File: config.mk
export PLATFORM = sky130hd
export DESIGN_NAME = tcc_sweep
export DESIGN_NICKNAME = d
export VERILOG_FILES = /design/src/hw/rtl/tcc_pkg.sv /design/src/hw/rtl/tcc_sweep.sv
export SDC_FILE = /design/constraint.sdc
export NUM_CORES = 1
export LEC_CHECK = 0
export BUFFER_PORTS_ARGS = -buffer_cell sky130_fd_sc_hd__buf_4
export CAP_MARGIN = 15
export CORE_MARGIN = 4
export CORE_UTILIZATION = 48
export CTS_CLUSTER_SIZE = 30
export DETAILED_ROUTE_END_ITERATION = 12
export PLACE_DENSITY = 0.79
export SYNTH_ARGS = -nofsm -noshare
export SYNTH_HDL_FRONTEND = slang
export SYNTH_SLANG_ARGS = --single-unit
File: constraint.sdc
create_clock -name clock -period 2.1 [get_ports clock]
set_clock_uncertainty 0.1 [all_clocks]
set_input_delay 0.315 -clock clock [delete_from_list [all_inputs] [get_ports clock]]
set_output_delay 0.315 -clock clock [all_outputs]
set_load 0.05 [all_outputs]
File: src/hw/rtl/tcc_pkg.sv
// ----------------------------------------------------------------------------
// tcc_pkg
// Shared types and constants of the text console controller.
// ----------------------------------------------------------------------------
package tcc_pkg;

   localparam int DefColumns = 80;
   localparam int DefRows    = 25;

   localparam int CellWidth  = 16;
   localparam int CharWidth  = 7;

   // register indexes of the configuration port
   localparam logic [1:0] CSR_BLINK      = 2'd0;
   localparam logic [1:0] CSR_BACKGROUND = 2'd1;
   localparam logic [1:0] CSR_TEXT_COLOR = 2'd2;

   localparam logic [3:0] TEXT_COLOR_RESET = 4'd15;

   // request kinds
   localparam logic KIND_CHAR = 1'b0;
   localparam logic KIND_READ = 1'b1;

   // character codes
   localparam logic [CharWidth-1:0] CH_BACKSPACE  = 7'd8;
   localparam logic [CharWidth-1:0] CH_TAB        = 7'd9;
   localparam logic [CharWidth-1:0] CH_NEWLINE    = 7'd10;
   localparam logic [CharWidth-1:0] CH_FORM_FEED  = 7'd12;
   localparam logic [CharWidth-1:0] CH_RETURN     = 7'd13;
   localparam logic [CharWidth-1:0] CH_FIRST_PRINT = 7'd32;
   localparam logic [CharWidth-1:0] CH_LAST_PRINT  = 7'd126;
   localparam logic [7:0]           CH_SPACE      = 8'd32;

   typedef enum logic [1:0] {
      SW_ALL,
      SW_COPY,
      SW_LAST
   } sweep_mode_type;

   typedef struct packed {
      logic           start;
      sweep_mode_type mode;
   } sweep_cmd_type;

   typedef enum logic [2:0] {
      ST_INIT,
      ST_INIT_WAIT,
      ST_IDLE,
      ST_EXEC,
      ST_READ,
      ST_SCROLL_WAIT,
      ST_FILL_WAIT,
      ST_RESP
   } state_type;

endpackage

File: src/hw/rtl/tcc_sweep.sv
// ----------------------------------------------------------------------------
// tcc_sweep
// Address sweep unit: fills the whole screen, fills the last row, or moves
// every row up by one, one cell per cycle.
// ----------------------------------------------------------------------------
module tcc_sweep #(
   parameter int COLUMNS = 80,
   parameter int ROWS    = 25
) (
   input  logic                                  clock,
   input  logic                                  reset,
   input  tcc_pkg::sweep_cmd_type                cmd,
   input  logic [tcc_pkg::CellWidth-1:0]         fill_data,
   output logic                                  busy,
   output logic                                  wr_en,
   output logic [$clog2(ROWS*COLUMNS)-1:0]       wr_addr,
   output logic [tcc_pkg::CellWidth-1:0]         wr_data,
   output logic                                  rd_en,
   output logic [$clog2(ROWS*COLUMNS)-1:0]       rd_addr,
   input  logic [tcc_pkg::CellWidth-1:0]         rd_data
);

   import tcc_pkg::*;

   localparam int CELLS     = ROWS * COLUMNS;
   localparam int AW        = $clog2(CELLS);
   localparam int LAST_BASE = (ROWS - 1) * COLUMNS;

   logic                 active_ff, active_in;
   logic                 copy_ff, copy_in;
   logic [AW-1:0]        cnt_ff, cnt_in;
   logic [AW-1:0]        last_ff, last_in;
   logic                 pend_ff, pend_in;
   logic [AW-1:0]        pend_addr_ff;
   logic [CellWidth-1:0] fill_ff, fill_in;

   always_comb begin
      active_in = active_ff;
      copy_in   = copy_ff;
      cnt_in    = cnt_ff;
      last_in   = last_ff;
      fill_in   = fill_ff;
      pend_in   = active_ff & copy_ff;
      if (cmd.start) begin
         active_in = 1'b1;
         fill_in   = fill_data;
         case (cmd.mode)
            SW_COPY: begin
               copy_in = 1'b1;
               cnt_in  = '0;
               last_in = AW'(LAST_BASE - 1);
            end
            SW_LAST: begin
               copy_in = 1'b0;
               cnt_in  = AW'(LAST_BASE);
               last_in = AW'(CELLS - 1);
            end
            default: begin
               copy_in = 1'b0;
               cnt_in  = '0;
               last_in = AW'(CELLS - 1);
            end
         endcase
      end else if (active_ff) begin
         cnt_in = cnt_ff + 1'b1;
         if (cnt_ff == last_ff) begin
            active_in = 1'b0;
         end
      end
   end

   always_ff @(posedge clock) begin
      if (reset) begin
         active_ff <= 1'b0;
         pend_ff   <= 1'b0;
      end else begin
         active_ff <= active_in;
         pend_ff   <= pend_in;
      end
   end

   always_ff @(posedge clock) begin
      copy_ff      <= copy_in;
      cnt_ff       <= cnt_in;
      last_ff      <= last_in;
      fill_ff      <= fill_in;
      pend_addr_ff <= cnt_ff;
   end

   assign busy    = active_ff | pend_ff;
   assign rd_en   = active_ff & copy_ff;
   assign rd_addr = AW'(cnt_ff + AW'(COLUMNS));
   assign wr_en   = (active_ff & ~copy_ff) | pend_ff;
   assign wr_addr = pend_ff ? pend_addr_ff : cnt_ff;
   assign wr_data = pend_ff ? rd_data : fill_ff;

endmodule

==> results of run 1 <==
## synth_stat cells (all sizes together), types with 3 or more instances
| cell type | instances | area [um^2] |
|---|---|---|
| edfxtp | 29 | 870.8 |
| mux2 | 26 | 292.8 |
| dfxtp | 13 | 260.3 |
| nor2 | 9 | 33.78 |
| buf | 8 | 53.79 |
| nand3 | 8 | 40.04 |
| o21ai | 7 | 35.03 |
| nor2b | 6 | 37.54 |
| xnor2 | 6 | 52.55 |
| nand2 | 5 | 18.77 |
| a21oi | 4 | 20.02 |
| inv | 4 | 15.01 |
| xor2 | 4 | 35.03 |
| clkbuf | 3 | 11.26 |
## per-layer routing
metal	global-route usage, %	routed length [um]
met2	33.27	2454
met1	21.54	1665
met5	0	0
met3	4.067	307
met4	8.768	126
## registers in the layout, summed over array words and instances (netlist names)
register      flops
pend_addr_ff     11
last_ff           2
fill_ff          16
pend_ff           1
cnt_ff           11
active_ff         1
## final timing paths
path | from | to | slack [ns] | cells after the start
max reg2reg | cnt_ff[5] | cnt_ff[10] | 0.24 | 4
min | reset | pend_ff | 0.08 | 2
min reg2reg | cnt_ff[4] | pend_addr_ff[4] | 0.39 | 0
max | cnt_ff[5] | rd_addr[10] | 0.10 | 4
## cell families (layout without fill, tap and decap cells)
| family | after synthesis | count (layout) | synth area share, % |
|---|---|---|---|
| adders and majority gates | 2 | 2 | 1.293 |
| buffers and inverters | 15 | 96 | 4.139 |
| and+or+nand+nor | 42 | 42 | 11.97 |
| DFF | 42 | 42 | 58.47 |
| muxes | 26 | 26 | 15.14 |
| AOI/OAI and AO/OA | 15 | 15 | 4.463 |
| xor gates and xnor gates | 10 | 10 | 4.528 |
## what timing repair did
action / CTS / global route
endpoints found under the setup margin: 0 / 3
setup buffers: 0 / 5
endpoints found under the hold margin: 0 / 0
hold buffers: 0 / 0
gates resized for setup: 0 / 4
## layout make-up
type	count	area, um^2	area share (%)
flip-flops and latches	42	1131	42.18
multi-input cells	95	735.7	27.44
repair buffers	84	630.6	23.52
clock buffers	5	68.82	2.566
well taps	48	60.06	2.240
clock inverters	3	40.04	1.493
inverters	4	15.01	0.5600
## report_power, final
group	total, uW	leakage [uW]	internal (uW)	switching [uW]
logic	740	0.000676	263	477
clock network	618	0.0000579	350	269
registers	1040	0.000401	975	63.9
## stage by stage
stage | util, % | setup WS (ns) | power (uW)
finish | 71.10 | 0.1042 | 2397
global route | 71.10 | 0.01505 | 2502
CTS | 69.77 | 0.02241 | 2390
detailed placement | 66.89 | 0.2612 | 1779
global placement | 66.89 | 0.3712 | 1761
floorplan | - | 0.05332 | 1550
## worst max-delay path, delay by kind of cell, from the launching register on
kind | cells | cell delay (ns)
xor gates and xnor gates | 1 | 0.14
DFF | 1 | 0.50
AOI/OAI and AO/OA | 1 | 0.18
buffers and inverters | 1 | 0.21
adders and majority gates | 1 | 0.26
## placed cells by master (no fill, tap or decap), types with 5 or more instances in the layout
cell type | Yosys | layout
sky130_fd_sc_hd__nand2_1 | 5 | 5
sky130_fd_sc_hd__edfxtp_1 | 29 | 29
sky130_fd_sc_hd__nor2_1 | 9 | 9
sky130_fd_sc_hd__o21ai_0 | 7 | 5
sky130_fd_sc_hd__buf_4 | 6 | 84
sky130_fd_sc_hd__xnor2_1 | 6 | 6
sky130_fd_sc_hd__mux2_2 | 26 | 26
sky130_fd_sc_hd__nand3_1 | 8 | 8
sky130_fd_sc_hd__dfxtp_1 | 13 | 13
sky130_fd_sc_hd__nor2b_1 | 6 | 6
sky130_fd_sc_hd__clkbuf_8 | 0 | 5
==> reports/results.tsv, run 1 <==
metric	value	unit
average size of a mapped cell	12.73	um^2
final critical-path share of the clock period	95.04	%
accumulated negative setup slack	0	ns
number of nets in the layout	271	
last weighted congestion value of the routability-driven placer	0.7939	
first-pass iteration count of the detailed router	4	
Antenna Violating Nets Remaining	0	
total of flip-flops plus latches after synthesis	42	
static leakage power	0.001135	uW
top achievable clock speed	501.0	MHz
final standard cell count with taps included and fillers excluded	281	
worst path required time	1.68	ns
arrival time worst endpoint	1.58	ns
final critical path time including I/O delays and setup	1.996	ns
Vias/cell	5.281	
fill cell count	267	
Rel. slew slack	71.09	%
via total after detailed routing	1484	
yosys synthesis warning count	0	
first-pass GRT wire length	7417	um
maximum fanout encountered on the critical timing path	8	
count of endpoints failing setup in the final report	0	
share of final-layout standard cells stronger than drive strength 1	52.79	%
number of buffers on the longest clock path	2	
slowest cell delay on critical path	0.50	ns
routed wire length	4553	um
CTS clock-pin slew for the worst setup and hold paths	0.08	ns
antenna fix cells	0	
TritonCTS clock tree	yes	
status	finished clean	
number of max-slew violations in the final report	0	
CP Capture Type	primary output	
sequential cell area fraction in the yosys report	58.47	%
total clock sinks	42	
Post-synth EDFFs	29	
maximum number of pins on one net before global-route repair	38	
unrepaired setup endpoints after global routing	false	
Clk Tree Root Cell	sky130_fd_sc_hd__clkbuf_8	
slew at the pin with the worst max-slew slack	0.4331	ns
H-tree levels	2	
core area	0.003771	mm^2
post-synthesis cell type count	31	
syn_nets	191	
Cells after DPL	268	
class of the most critical setup path	reg -> out	
endpoints failing hold	0	
tightest hold margin	0.08270	ns
Total Die Area	0.005109	mm^2
area growth from synthesis to layout	38.62	%
cts bufs inserted	5	
worst hold path class	in -> reg	
row cnt	22	
P per Cell Area	894.0	mW/mm^2
cell with the largest stage delay on the worst path	sky130_fd_sc_hd__edfxtp_1	
DR DRC count	0	
Syn Inst Count	152	
post-place instance area	0.002522	mm^2
most used flip-flop cell after synthesis	sky130_fd_sc_hd__edfxtp_1	
number of antenna violations at the first check in global routing	0	
drt initial violations	62	
remaining global-route overflow	0	
final design instance area without fill	0.002681	mm^2
Die X-Extent	71.48	um
num ports	78	
quantity of I/O buffers inserted on ports	77	
Critical Path Source Type	flip-flop	
async set-or-reset flop fraction in the synthesized netlist	0	%
via count of the first global-routing pass	1488	
cells along the critical path	ha_2, o2111ai_2, xnor2_1, buf_4	
worst supply voltage drop on vdd	503.0	uV
max-cap check violation count	0	
sum of net half-perimeters after detailed placement	3275	um
Overall Global Routing Usage	18.81	%
post-synthesis cell area	0.001934	mm^2
clock latency at the later pin of the worst-skew pair	0.29	ns
starting density of the core	51.29	%
Die Y-Extent	71.48	um
drt wl/cell	16.20	um
(Power assumes the default switching activity.)
==> inputs of run 2 (changes only) <==
Settings changed: BUFFER_PORTS_ARGS -buffer_cell sky130_fd_sc_hd__buf_4 to -buffer_cell sky130_fd_sc_hd__buf_2.
==> run 2 against run 1 <==
  * Combinational power decreased by 12%
  * Largest power group unchanged
  * Cell area decreased by 8.1%
  * Sequential cell count unchanged
  * Sequential share of layout area increased by 3.7 points
  * Worst setup slack got worse by 0.033 ns
  * Sequential power about the same
  * Critical endpoint unchanged
  * Worst hold slack improved by 0.0099 ns
  * Via count decreased by 5.6%
  * Cell count decreased by 0.71%
  * Wire length decreased by 9.4%
==> reports/results.tsv, run 2 (synthesis gave the netlist of run 1 again) <==
metric	value	unit	change
hold buffers post-CTS	0		unchanged
status	finished clean		
share of final-layout standard cells stronger than drive strength 1	51.52	%	-1.3 points
first-pass GRT wire length	6596	um	-11%
area growth from synthesis to layout	27.43	%	
H-tree levels	2		unchanged
final critical-path share of the clock period	96.63	%	+1.6 points
clock latency at the later pin of the worst-skew pair	0.29	ns	about the same
most flop-heavy register	fill_ff		
clock group share of total power	23.7	%	-2.1 points
static leakage power	0.001056	uW	-7.0%
drt wl/cell	14.79	um	-8.7%
number of flip-flops under the largest register name	16		unchanged
setup slack, reg-to-reg	0.29	ns	+0.05 ns
Die Y-Extent	71.48	um	unchanged
final critical path time including I/O delays and setup	2.029	ns	+0.03336 ns
Worst Reg-to-Reg Cells	4		unchanged
worst r2r src	cnt_ff[5]		
CTS clock-pin slew for the worst setup and hold paths	0.08	ns	about the same
worst hold path class	in -> reg		
switching power total	785.7	uW	-3.0%
CP Capture Type	primary output		
routed wire length	4127	um	-9.4%
cts bufs inserted	5		unchanged
cell-internal power	1428	uW	-10%
drt initial violations	58		-6.5%
number of antenna violations at the first check in global routing	0		unchanged
total clock sinks	42		unchanged
most common library cell in the layout ignoring fill and taps	sky130_fd_sc_hd__buf_2		
maximum number of pins on one net before global-route repair	18		-53%
critical path buffer and inverter count	1		unchanged
worst supply voltage drop on vdd	447.6	uV	-11%
Util after Layout	65.36	%	-5.7 points
FF-to-FF End	cnt_ff[10]		
last weighted congestion value of the routability-driven placer	0.7979		+0.50%
Antenna Violating Nets Remaining	0		unchanged
cell with the largest stage delay on the worst path	sky130_fd_sc_hd__edfxtp_1		
Overall Global Routing Usage	16.52	%	-2.3 points
worst-case hold path end point	fill_ff[4]		
via count of the first global-routing pass	1351		-9.2%
count of endpoints failing setup in the final report	0		unchanged
worst path required time	1.68	ns	about the same
via total after detailed routing	1401		-5.6%
slew at the pin with the worst max-slew slack	0.4517	ns	+0.01854 ns
cells along the critical path	ha_4, o2111ai_1, xnor2_1, buf_4		
crit-path leading delay family	flip-flops		
class of the most critical setup path	reg -> out		
Vias/cell	5.022		-4.9%
P per Cell Area	898.3	mW/mm^2	+0.48%
unrepaired setup endpoints after global routing	true		
antenna fix cells	0		unchanged
accumulated negative setup slack	0	ns	unchanged
row cnt	22		unchanged
number of nets in the layout	269		-0.74%
DR DRC count	0		unchanged
Total Die Area	0.005109	mm^2	unchanged
Sw Share	35.49	%	+1.7 points
TritonCTS clock tree	yes		
core area	0.003771	mm^2	unchanged
worst hold start	fill_data[4]		
Rel. slew slack	69.85	%	-1.2 points
starting density of the core	51.29	%	unchanged
Critical Path Source Type	flip-flop		
launch point of the worst path	cnt_ff[5]		
number of cells on the worst hold path	1		-1
sequential fraction of design power	47.0	%	+3.7 points
number of buffers on the longest clock path	2		unchanged
quantity of I/O buffers inserted on ports	77		unchanged
registers with the most flip-flops	fill_ff: 16 flops, cnt_ff: 11 flops, pend_addr_ff: 11 flops		
power share of the combinational group	29.3	%	-1.6 points
Die X-Extent	71.48	um	unchanged
num ports	78		unchanged
leading cell types in the layout, fill and taps excluded	75 x sky130_fd_sc_hd__buf_2, 29 x sky130_fd_sc_hd__edfxtp_1, 26 x sky130_fd_sc_hd__mux2_2, 13 x sky130_fd_sc_hd__dfxtp_1, 9 x sky130_fd_sc_hd__nor2_1		
post-place instance area	0.002345	mm^2	-7.0%
maximum fanout encountered on the critical timing path	8		unchanged
number of max-slew violations in the final report	0		unchanged
top achievable clock speed	492.8	MHz	-1.6%
sum of net half-perimeters after detailed placement	3149	um	-3.9%
slowest cell delay on critical path	0.53	ns	+0.03 ns
arrival time worst endpoint	1.61	ns	+0.03 ns
endpoints failing hold	0		unchanged
tightest hold margin	0.09263	ns	+0.009934 ns
first-pass iteration count of the detailed router	4		unchanged
max-cap check violation count	0		unchanged
remaining global-route overflow	0		unchanged
Clk Tree Root Cell	sky130_fd_sc_hd__clkbuf_8		
final design instance area without fill	0.002465	mm^2	-8.1%
[run 2: cell count changes in the layout (fill, tap and decap cells not counted)]
cell,delta
sky130_fd_sc_hd__buf_4,-77
sky130_fd_sc_hd__buf_2,+75
sky130_fd_sc_hd__ha_4,+1
sky130_fd_sc_hd__o2111ai_2,-1
sky130_fd_sc_hd__clkinv_2,-1
sky130_fd_sc_hd__clkbuf_1,+1
sky130_fd_sc_hd__clkbuf_8,+1
sky130_fd_sc_hd__ha_2,-1
sky130_fd_sc_hd__bufinv_16,-1
sky130_fd_sc_hd__o2111ai_1,+1
[run 2: metal layers]
metal	share of wire, %	wire length [um]	GRT usage (%)	vias to the layer above
met5	0	0	0	-
met4	1.7	70	6.889	0
met3	4.6	189	2.805	7
met2	51	2122	28.47	34
met1	42	1744	20.41	656
li1	-	-	-	704
[run 2: worst register-to-register path, stage by stage (launching register included)]
cell                       delay [ns]
sky130_fd_sc_hd__edfxtp_1        0.53
sky130_fd_sc_hd__ha_4            0.21
sky130_fd_sc_hd__nand4_1         0.20
sky130_fd_sc_hd__or4b_1          0.56
sky130_fd_sc_hd__nand3_1         0.08
[run 2: through the flow]
step	power [uW]	cells	setup WS, ns
2_1_floorplan	1550	152	0.05332
3_3_place_gp	1687	270	0.3048
3_5_place_dp	1697	270	0.2616
4_1_cts	2217	278	0.01363
5_1_grt	2307	279	-0.01995
6_report	2214	279	0.07081
[run 2: layout make-up]
cell class	count	area, um^2
fill	298	1306
sequential	42	1131
multi-input combinational	95	739.5
timing repair buffer	82	427.9
clock buffer	7	86.33
tap	48	60.06
inverter	4	15.01
clock inverter	1	5.005
[run 2: timing repair]
| action | in CTS | in global routing |
|---|---|---|
| endpoints found under the setup margin | 2 | 3 |
| buffers inserted | 0 | 1 |
| gates resized for setup | 3 | 3 |
[run 2: worst max path at each step]
stage / slack [ns] / endpoint / depth (start not counted)
6_report: 0.07 / rd_addr[10] / 4
5_1_grt: -0.02 / rd_addr[10] / 4
4_1_cts: 0.01 / rd_addr[10] / 4
3_5_place_dp: 0.26 / rd_addr[8] / 4
3_3_place_gp: 0.30 / rd_addr[10] / 4
2_1_floorplan: 0.05 / rd_addr[10] / 3
[run 2: power by group through the flow]
stage          registers (uW)  logic [uW]  clock network, uW
2_1_floorplan            1030         520                  0
3_3_place_gp             1050         634                  0
3_5_place_dp             1060         640                  0
4_1_cts                  1040         647                531
5_1_grt                  1060         684                567
6_report                 1040         648                526
==> inputs of run 3 (changes only) <==
Settings changed: ABC_AREA set to 1.
==> run 3 against run 2 <==
  * Worst hold slack got worse by 0.0046 ns
  * Sequential share of layout area down 0.32 points
  * Synthesized area fell by 0.26%
  * Sequential power is essentially flat
==> reports/results.tsv, run 3 <==
metric	value	unit	change
DR DRC count	0		unchanged
area growth from synthesis to layout	28.66	%	
final critical-path share of the clock period	94.64	%	-2.0 points
Die Y-Extent	71.40	um	-0.11%
clock latency at the later pin of the worst-skew pair	0.29	ns	about the same
drt wl/cell	12.09	um	-18%
drt initial violations	85		+47%
cell with the largest stage delay on the worst path	sky130_fd_sc_hd__edfxtp_1		
most flop-heavy register	fill_ff		
row cnt	22		unchanged
critical path buffer and inverter count	1		unchanged
Post-Place Worst Slack	0.2517	ns	-0.009894 ns
total clock sinks	42		unchanged
class of the most critical setup path	reg -> out		
number of max-slew violations in the final report	0		unchanged
P per Cell Area	905.4	mW/mm^2	+0.79%
Synth area leader	sky130_fd_sc_hd__edfxtp_1		
slew at the pin with the worst max-slew slack	0.5528	ns	+0.1011 ns
sum of net half-perimeters after detailed placement	3129	um	-0.61%
Total Die Area	0.005098	mm^2	-0.22%
yosys synthesis warning count	0		unchanged
Synth top area share	45.14	%	+0.12 points
complex-gate fraction of the synthesized area	5.577	%	+1.1 points
worst path required time	1.68	ns	about the same
Clk Tree Root Cell	sky130_fd_sc_hd__clkbuf_8		
hold buffers post-CTS	0		unchanged
average size of a mapped cell	8.770	um^2	-31%
status	finished clean		
last weighted congestion value of the routability-driven placer	0.8095		+1.5%
Post-Synth XOR/XNOR Area	2.724	%	-1.8 points
Die X-Extent	71.40	um	-0.11%
Post-synth EDFFs	29		unchanged
final critical path time including I/O delays and setup	1.988	ns	-0.04164 ns
cts bufs inserted	5		unchanged
num ports	78		unchanged
core area	0.003771	mm^2	unchanged
sequential cell area fraction in the yosys report	58.63	%	+0.15 points
total of flip-flops plus latches after synthesis	42		unchanged
multiplexer share of the synthesized area	0	%	-15 points
Overall Global Routing Usage	17.34	%	+0.81 points
top area cells in the synthesized netlist	sky130_fd_sc_hd__edfxtp_1 45%, sky130_fd_sc_hd__nand2_1 17%, sky130_fd_sc_hd__dfxtp_1 13%, sky130_fd_sc_hd__inv_1 4.3%, sky130_fd_sc_hd__o21ai_0 3.9%		
cells along the critical path	ha_1, nor2_2, nor2_1, nand2_1, xor2_2, buf_6		
number of antenna violations at the first check in global routing	0		unchanged
combinational family with the most area after synthesis	simple AND/OR/NAND/NOR gates		
fill cell count	321		+7.7%
endpoints failing hold	0		unchanged
max-cap check violation count	0		unchanged
maximum fanout encountered on the critical timing path	3		-5
most used flip-flop cell after synthesis	sky130_fd_sc_hd__edfxtp_1		
registers with the most flip-flops	fill_ff: 16 flops, cnt_ff: 11 flops, pend_addr_ff: 11 flops		
maximum number of pins on one net before global-route repair	25		+7
TritonCTS clock tree	yes		
via count of the first global-routing pass	1631		+21%
starting density of the core	51.16	%	-0.13 points
worst hold path class	in -> reg		
leading cell types in the layout, fill and taps excluded	88 x sky130_fd_sc_hd__nand2_1, 76 x sky130_fd_sc_hd__buf_2, 29 x sky130_fd_sc_hd__edfxtp_1, 22 x sky130_fd_sc_hd__inv_1, 14 x sky130_fd_sc_hd__o21ai_0		
tightest hold margin	0.08806	ns	-0.004571 ns
H-tree levels	2		unchanged
top achievable clock speed	503.1	MHz	+2.1%
async set-or-reset flop fraction in the synthesized netlist	0	%	unchanged
syn_nets	259		+36%
first-pass GRT wire length	6955	um	+5.4%
number of buffers on the longest clock path	2		unchanged
final critical-path setup slack	0.1125	ns	+0.04164 ns
static leakage power	0.001251	uW	+19%
Synth Area in Adders	1.297	%	+0.0034 points
worst supply voltage drop on vdd	507.8	uV	+13%
post-synthesis cell type count	18		-42%
first-pass iteration count of the detailed router	4		unchanged
list of most frequent post-synthesis cells	88 x sky130_fd_sc_hd__nand2_1, 29 x sky130_fd_sc_hd__edfxtp_1, 22 x sky130_fd_sc_hd__inv_1, 15 x sky130_fd_sc_hd__o21ai_0, 13 x sky130_fd_sc_hd__dfxtp_1		
post-synthesis cell area	0.001929	mm^2	-0.26%
unrepaired setup endpoints after global routing	false		
quantity of I/O buffers inserted on ports	77		unchanged
Antenna Violating Nets Remaining	0		unchanged
crit-path leading delay family	flip-flops		
Simple-Gate Fraction of Synth Area	24.38	%	+12 points
number of flip-flops under the largest register name	16		unchanged
Critical Path Source Type	flip-flop		
number of nets in the layout	339		+26%
most common library cell in the layout ignoring fill and taps	sky130_fd_sc_hd__nand2_1		
Syn Inst Count	220		+45%
count of endpoints failing setup in the final report	0		unchanged
Rel. slew slack	63.11	%	-6.7 points
slowest cell delay on critical path	0.41	ns	-0.12 ns
cell with the most instances after synthesis	sky130_fd_sc_hd__nand2_1		
Vias/cell	4.802		-4.4%
antenna fix cells	0		unchanged
Util after Layout	65.83	%	+0.46 points
via total after detailed routing	1676		+20%
CTS clock-pin slew for the worst setup and hold paths	0.08	ns	about the same
routed wire length	4221	um	+2.3%
CP Capture Type	primary output		
remaining global-route overflow	0		unchanged
share of final-layout standard cells stronger than drive strength 1	31.23	%	-20 points
arrival time worst endpoint	1.57	ns	-0.04 ns
run 3: path summary, 6_finish.rpt:
| kind | from | end | slack (ns) | cells after the start |
|---|---|---|---|---|
| worst min register to register | cnt_ff[10] | pend_addr_ff[10] | 0.30 | 0 |
| worst max-delay path | cnt_ff[4] | rd_addr[10] | 0.11 | 6 |
| worst max register to register | cnt_ff[1] | cnt_ff[10] | 0.53 | 6 |
| worst min-delay path | reset | pend_ff | 0.09 | 2 |
run 3: kinds of logic after synthesis:
| group | count (synthesis) |
|---|---|
| AO/OA/AOI/OAI | 21 |
| XOR/XNOR | 6 |
| adder cells (fa/ha/maj) | 2 |
| buffers and inverters | 32 |
| flip-flops | 42 |
| AND/OR/NAND/NOR | 117 |
run 3: metal layers:
| layer | vias up | track usage [%] | share of wire [%] |
|---|---|---|---|
| met5 | - | 0 | 0 |
| li1 | 858 | - | - |
| met3 | 11 | 2.665 | 5.8 |
| met4 | 0 | 10.86 | 2.9 |
| met1 | 748 | 20.56 | 41 |
| met2 | 59 | 29.29 | 50 |
run 3: final cells by class:
cell class              count  area, um^2  share of cell area [%]
clock buffers               6       72.57                   2.923
clock inverters             2       33.78                   1.361
inverters                  22       82.58                   3.327
multi-input cells         146       665.6                   26.81
flip-flops and latches     42        1131                   45.56
well taps                  48       60.06                   2.419
repair buffers             83       436.7                   17.59
run 3: what timing repair did:
| action | CTS | global route |
|---|---|---|
| setup buffers | 1 | 0 |
| endpoints found under the hold margin | 0 | 0 |
| gates resized for setup | 1 | 2 |
| setup endpoints to repair | 1 | 1 |
run 3: through the flow:
stage / instance area [um^2] / std cells / TNS, ns / total power [uW]
after floorplan: 1937 / 220 / -0.01936 / 1501
after global placement: 2360 / 340 / 0 / 1650
after detailed placement: 2360 / 340 / 0 / 1658
after CTS: 2476 / 349 / 0 / 2262
after global routing: 2482 / 349 / 0 / 2347
final: 2482 / 349 / 0 / 2248
run 3: power by group:
| part | internal, uW | switching, uW |
|---|---|---|
| clock | 351 | 251 |
| sequential | 970 | 43.3 |
| combinational | 149 | 484 |
